<file path="config.mk">
export PLATFORM = sky130hd
export DESIGN_NAME = aggwalk_cfg
export DESIGN_NICKNAME = d
export VERILOG_FILES = /design/src/sv/aggwalk_pkg.sv /design/src/sv/aggwalk_cfg.sv
export SDC_FILE = /design/constraint.sdc
export NUM_CORES = 1
export LEC_CHECK = 0
export BUFFER_PORTS_ARGS = -buffer_cell sky130_fd_sc_hd__buf_2
export CAP_MARGIN = 20
export CORE_UTILIZATION = 37
export CTS_CLUSTER_SIZE = 40
export DETAILED_ROUTE_END_ITERATION = 10
export HOLD_SLACK_MARGIN = 0.12
export PLACE_DENSITY = 0.75
export SYNTH_ARGS = -nofsm -noshare
export SYNTH_HDL_FRONTEND = slang
export SYNTH_SLANG_ARGS = --single-unit
</file>
<file path="constraint.sdc">
create_clock -name i_clk -period 1 [get_ports i_clk]
set_input_delay 0.15 -clock i_clk [delete_from_list [all_inputs] [get_ports i_clk]]
set_output_delay 0.15 -clock i_clk [all_outputs]
set_load 0.03 [all_outputs]
</file>
<file path="src/sv/aggwalk_pkg.sv">
// Shared types, codes and constants of the aggregation walker step block.
`default_nettype none

package aggwalk_pkg;

    // Default sizes of the lattice and the walker table.
    localparam int MAX_WIDTH_DEF   = 256;
    localparam int MAX_HEIGHT_DEF  = 256;
    localparam int NUM_WALKERS_DEF = 256;

    // Smallest lattice edge; narrower settings are raised to this.
    localparam int LATTICE_MIN = 3;

    // Configuration port.
    localparam int PADDR_W = 4;
    localparam int PDATA_W = 32;

    localparam logic [1:0] REG_GRID_WIDTH     = 2'd0;
    localparam logic [1:0] REG_GRID_HEIGHT    = 2'd1;
    localparam logic [1:0] REG_MOVE_THRESHOLD = 2'd2;

    localparam logic [8:0]  GRID_WIDTH_RST     = 9'd256;
    localparam logic [8:0]  GRID_HEIGHT_RST    = 9'd256;
    localparam logic [10:0] MOVE_THRESHOLD_RST = 11'd717;

    // Opcodes.
    localparam logic [1:0] OP_SEED  = 2'd0;
    localparam logic [1:0] OP_SPAWN = 2'd1;
    localparam logic [1:0] OP_STEP  = 2'd2;

    // Turn directions.
    localparam logic [1:0] DIR_XPOS = 2'd0;
    localparam logic [1:0] DIR_YPOS = 2'd1;
    localparam logic [1:0] DIR_XNEG = 2'd2;
    localparam logic [1:0] DIR_YNEG = 2'd3;

    typedef struct packed {
        logic [1:0] opcode;
        logic [7:0] walker_index;
        logic [9:0] move_roll;
        logic [1:0] turn_direction;
        logic [1:0] spawn_corner;
    } t_in_beat;

    typedef struct packed {
        logic [7:0] pos_x;
        logic [7:0] pos_y;
        logic       walker_alive;
        logic       just_settled;
    } t_out_beat;

    typedef struct packed {
        logic [8:0]  grid_width;
        logic [8:0]  grid_height;
        logic [10:0] move_threshold;
    } t_cfg;

endpackage

`default_nettype wire

</file>
<file path="src/sv/aggwalk_cfg.sv">
// APB-style configuration registers of the aggregation walker step block.
`default_nettype none

module aggwalk_cfg (
    input  logic                              i_clk,
    input  logic                              i_rst_n,
    input  logic                              psel,
    input  logic                              penable,
    input  logic                              pwrite,
    input  logic [aggwalk_pkg::PADDR_W-1:0]   paddr,
    input  logic [aggwalk_pkg::PDATA_W-1:0]   pwdata,
    output logic [aggwalk_pkg::PDATA_W-1:0]   prdata,
    output logic                              pready,
    output aggwalk_pkg::t_cfg                 o_cfg
);
    import aggwalk_pkg::*;

    t_cfg       r_cfg;
    logic [1:0] reg_index;
    logic       wr_en;

    assign reg_index = paddr[PADDR_W-1:2];
    assign wr_en     = psel && penable && pwrite;
    assign pready    = 1'b1;

    always_ff @(posedge i_clk) begin
        if (!i_rst_n) begin
            r_cfg.grid_width     <= GRID_WIDTH_RST;
            r_cfg.grid_height    <= GRID_HEIGHT_RST;
            r_cfg.move_threshold <= MOVE_THRESHOLD_RST;
        end else if (wr_en) begin
            unique case (reg_index)
                REG_GRID_WIDTH:     r_cfg.grid_width     <= pwdata[8:0];
                REG_GRID_HEIGHT:    r_cfg.grid_height    <= pwdata[8:0];
                REG_MOVE_THRESHOLD: r_cfg.move_threshold <= pwdata[10:0];
                default: ;
            endcase
        end
    end

    always_comb begin
        unique case (reg_index)
            REG_GRID_WIDTH:     prdata = PDATA_W'(r_cfg.grid_width);
            REG_GRID_HEIGHT:    prdata = PDATA_W'(r_cfg.grid_height);
            REG_MOVE_THRESHOLD: prdata = PDATA_W'(r_cfg.move_threshold);
            default:            prdata = '0;
        endcase
    end

    assign o_cfg = r_cfg;

endmodule

`default_nettype wire
</file>
==> results by stage <==
Clock tree:
- The number of levels in the clock H-tree is 2.
- Clock tree synthesis selected as its root buffer the cell clkbuf_8.
- The tree built by TritonCTS fans out to 29 sinks.
- The maximum clock path buffer count is 2.
- The clock tree from TritonCTS is built.
- At the later pin of the worst-skew pair, clock insertion delay measures 0.28 ns.
- Buffers inserted during clock tree synthesis total 5.
- The clock-pin transition on the worst setup and hold timing paths is 0.06 ns.

Cells and area:
- In the layout the commonest cells are 40 x nand2_1, 34 x mux2i_1, 32 x buf_6.
- The library cell used most frequently in the layout, excluding fill and tap cells, is nand2_1.
- The layout overhead on the synthesized area is 56.2%.
- The fraction of layout cells with a size suffix above 1 is 52.7%.
- The register with the most flip-flops in the layout has 29 of them.
- The repair_antennas step left the layout with diodes totalling 0.
- The total number of nets in the final design is 300.
- With fillers left out, the area of the finished cells amounts to 0.00242 mm².
- The filler cells instantiated in the layout total 332.

Drt:
- After detailed routing, the average wire length per cell comes to 12.3 µm.
- The iteration-0 DRC count of the detailed router is 40.
- After detailed routing, the number of remaining DRC violations is 0.
- The detail route stage leaves a number of antenna-violating nets equal to 0.
- The detailed-routing iteration count for the pre-antenna-repair pass is 4.
- The routed layout has 1,418 vias.
- Summed over all layers, the routed wires come to 3810 µm.
- Dividing the detail-routed via count by the number of cells gives 4.57.

Worst setup path:
- The class of the most critical setup path is reg -> out.
- The critical register-to-register path startpoint is o_cfg[2].
- The kind of end point of the critical path is an output pin.
- The startpoint class of the critical path is a flop.
- The stage delay of the slowest cell on the critical path is 0.35 ns.
- The critical path starts at o_cfg[8].
- The arrival time at the worst endpoint is 1.02 ns.
- The critical path goes through mux2i_2 > o21ai_2 > buf_6.
- The maximum fanout along the worst path is 2.
- The slowest cell on the critical path is dfxtp_4.
- The critical path required time is 0.85 ns.

Floorplanning:
- The I/O pin count is 103.
- The effective utilization at floorplan is 38.7%.
- The horizontal die dimension is 66.7 µm.
- The die covers 0.00444 mm².
- The vertical die dimension is 66.7 µm.
- The standard cell core area is 0.00400 mm².
- The initialized floorplan defines 23 standard-cell rows.

Global routing:
- The largest net degree at the start of global routing is 28.
- The number of antenna violations at the first check in global routing is 0.
- The first global-routing pass estimated 5590 µm of wire.
- After global routing the overflow that remains totals 0.
- The all-layer global routing usage is 17.3%.
- The number of global-route vias before repair is 1,244.

Synth:
- The summed instance area of the synthesized netlist is 0.00155 mm².
- The mean cell area of the mapped netlist is 8.84 µm².
- The Yosys warning count is 0.
- Synthesis produced a netlist whose cell count is 175.
- The count of distinct cell types in the synthesized netlist is 16.
- The post-synthesis sequential area ratio is 37.5%.
- After synthesis the netlist holds a flip-flop and latch count of 29.

Timing:
- Setup violations remaining at the end of the flow were counted as 20.
- Setup slack on the critical path of the routed design comes to -0.173 ns.
- Between clock sinks in the finished design, the worst skew comes to 0 ns.
- Setup repair after global routing could not meet its margin everywhere.
- The number of max-slew violations in the final report was 0.
- The maximum frequency from static timing analysis is 0.852 GHz.
- The final period utilization is 117%.
- The number of failing hold endpoints at the final stage is 0.
- The routed design could run at a clock period as short as 1.17 ns.
- The smallest hold slack is 0.141 ns.

Outcome:
- The flow ran to the end, but the final reports show violations.
- The final reports fail on negative setup slack.

Placement:
- Buffers placed on the I/O ports in this run total 57.
- The routability congestion estimate is 0.810.
- Once placement finished, the instance area stood at 0.00197 mm².
- The post-detailed-placement half-perimeter wirelength is 2620 µm.

Power:
- The total power divided by cell area is 1110 mW/mm².
- The analysis attributes to cell leakage a power of 0.00114 µW.
- The worst-case IR drop observed on VDD is 689 µV.

Flow run:
- Across the run, the number of max-cap violations was 0.

Min path:
- The launch point of the worst hold path is pwdata[9].
- The class of the most critical hold timing path is in -> reg.
==> final cells by class <==
class	instances	area (µm²)	share of cell area, %
multi-input combinational	132	872	36.1
timing repair buffer	91	761	31.5
sequential	29	629	26.0
clock buffer	6	82.6	3.42
tap	50	62.6	2.59
clock inverter	2	8.76	0.363
==> report_power, final <==
group / switching (µW) / internal, µW
clock network: 442 / 544
logic: 328 / 199
registers: 12.5 / 1150
total: 782 / 1900
==> worst paths after layout <==
check                   end  slack (ns)  depth (start not counted)
setup / recovery  prdata[8]       -0.17                          3
hold / removal     o_cfg[9]        0.14                          3
setup reg to reg   o_cfg[2]        0.15                          4
hold reg to reg   o_cfg[25]        0.47                          2
==> what timing repair did <==
action	4_1_cts	5_1_grt
endpoints found under the setup margin	14	32
setup buffers	10	7
resized for setup	56	27
pin swaps	11	0
hold endpoints to repair	2	0
hold buffers	2	0
==> logic make-up (layout without fill, tap and decap cells) <==
logic type | count (synthesis) | count (layout) | synth area share [%]
buffers and inverters | 34 | 99 | 14.7
DFF | 29 | 29 | 37.5
other | 2 | 22 | 0.486
AOI/OAI and AO/OA | 9 | 9 | 2.91
and+or+nand+nor | 63 | 63 | 19.7
muxes | 38 | 38 | 24.6
==> routing by layer <==
metal | vias to the layer above | GRT usage, % | share of wire, %
met5 | - | 0 | 0
met4 | 0 | 7.18 | 1.3
met3 | 5 | 5.31 | 6.3
met2 | 48 | 29.5 | 50
met1 | 665 | 19.7 | 42
li1 | 700 | - | -
==> synth_stat cells <==
cell type	count	share of area (%)
and3b_1	2	1.1
nor3b_1	1	0.49
nand4_1	1	0.40
clkbuf_1	5	1.2
buf_6	1	0.73
o21ai_0	9	2.9
dfxtp_1	29	38
mux2i_1	38	25
or3_1	1	0.40
nor2b_1	16	6.5
buf_2	5	1.6
nand3_1	1	0.32
buf_4	23	11
nand2_1	40	9.7
nor3b_2	1	0.81
conb_1	2	0.49
==> worst max-delay path, delay by kind of cell (launching register included) <==
| family | cells | cell delay, ns |
|---|---|---|
| muxes | 1 | 0.18 |
| buffers and inverters | 1 | 0.14 |
| AOI/OAI and AO/OA | 1 | 0.08 |
| DFF | 1 | 0.35 |
==> stage by stage <==
step           util [%]  worst slack [ns]  setup TNS, ns  total power (µW)  cells
3_5_place_dp       49.1            -0.187          -4.88              1650    285
6_report           60.4            -0.173          -1.57              2680    310
4_1_cts            58.2            -0.151          -1.63              2680    305
3_3_place_gp       49.1            -0.182          -4.44              1640    285
2_1_floorplan         -          -0.00330       -0.00330              1590    195
5_1_grt            60.4            -0.215          -2.16              2780    310
Note: power is estimated with default switching activity, not from simulation.
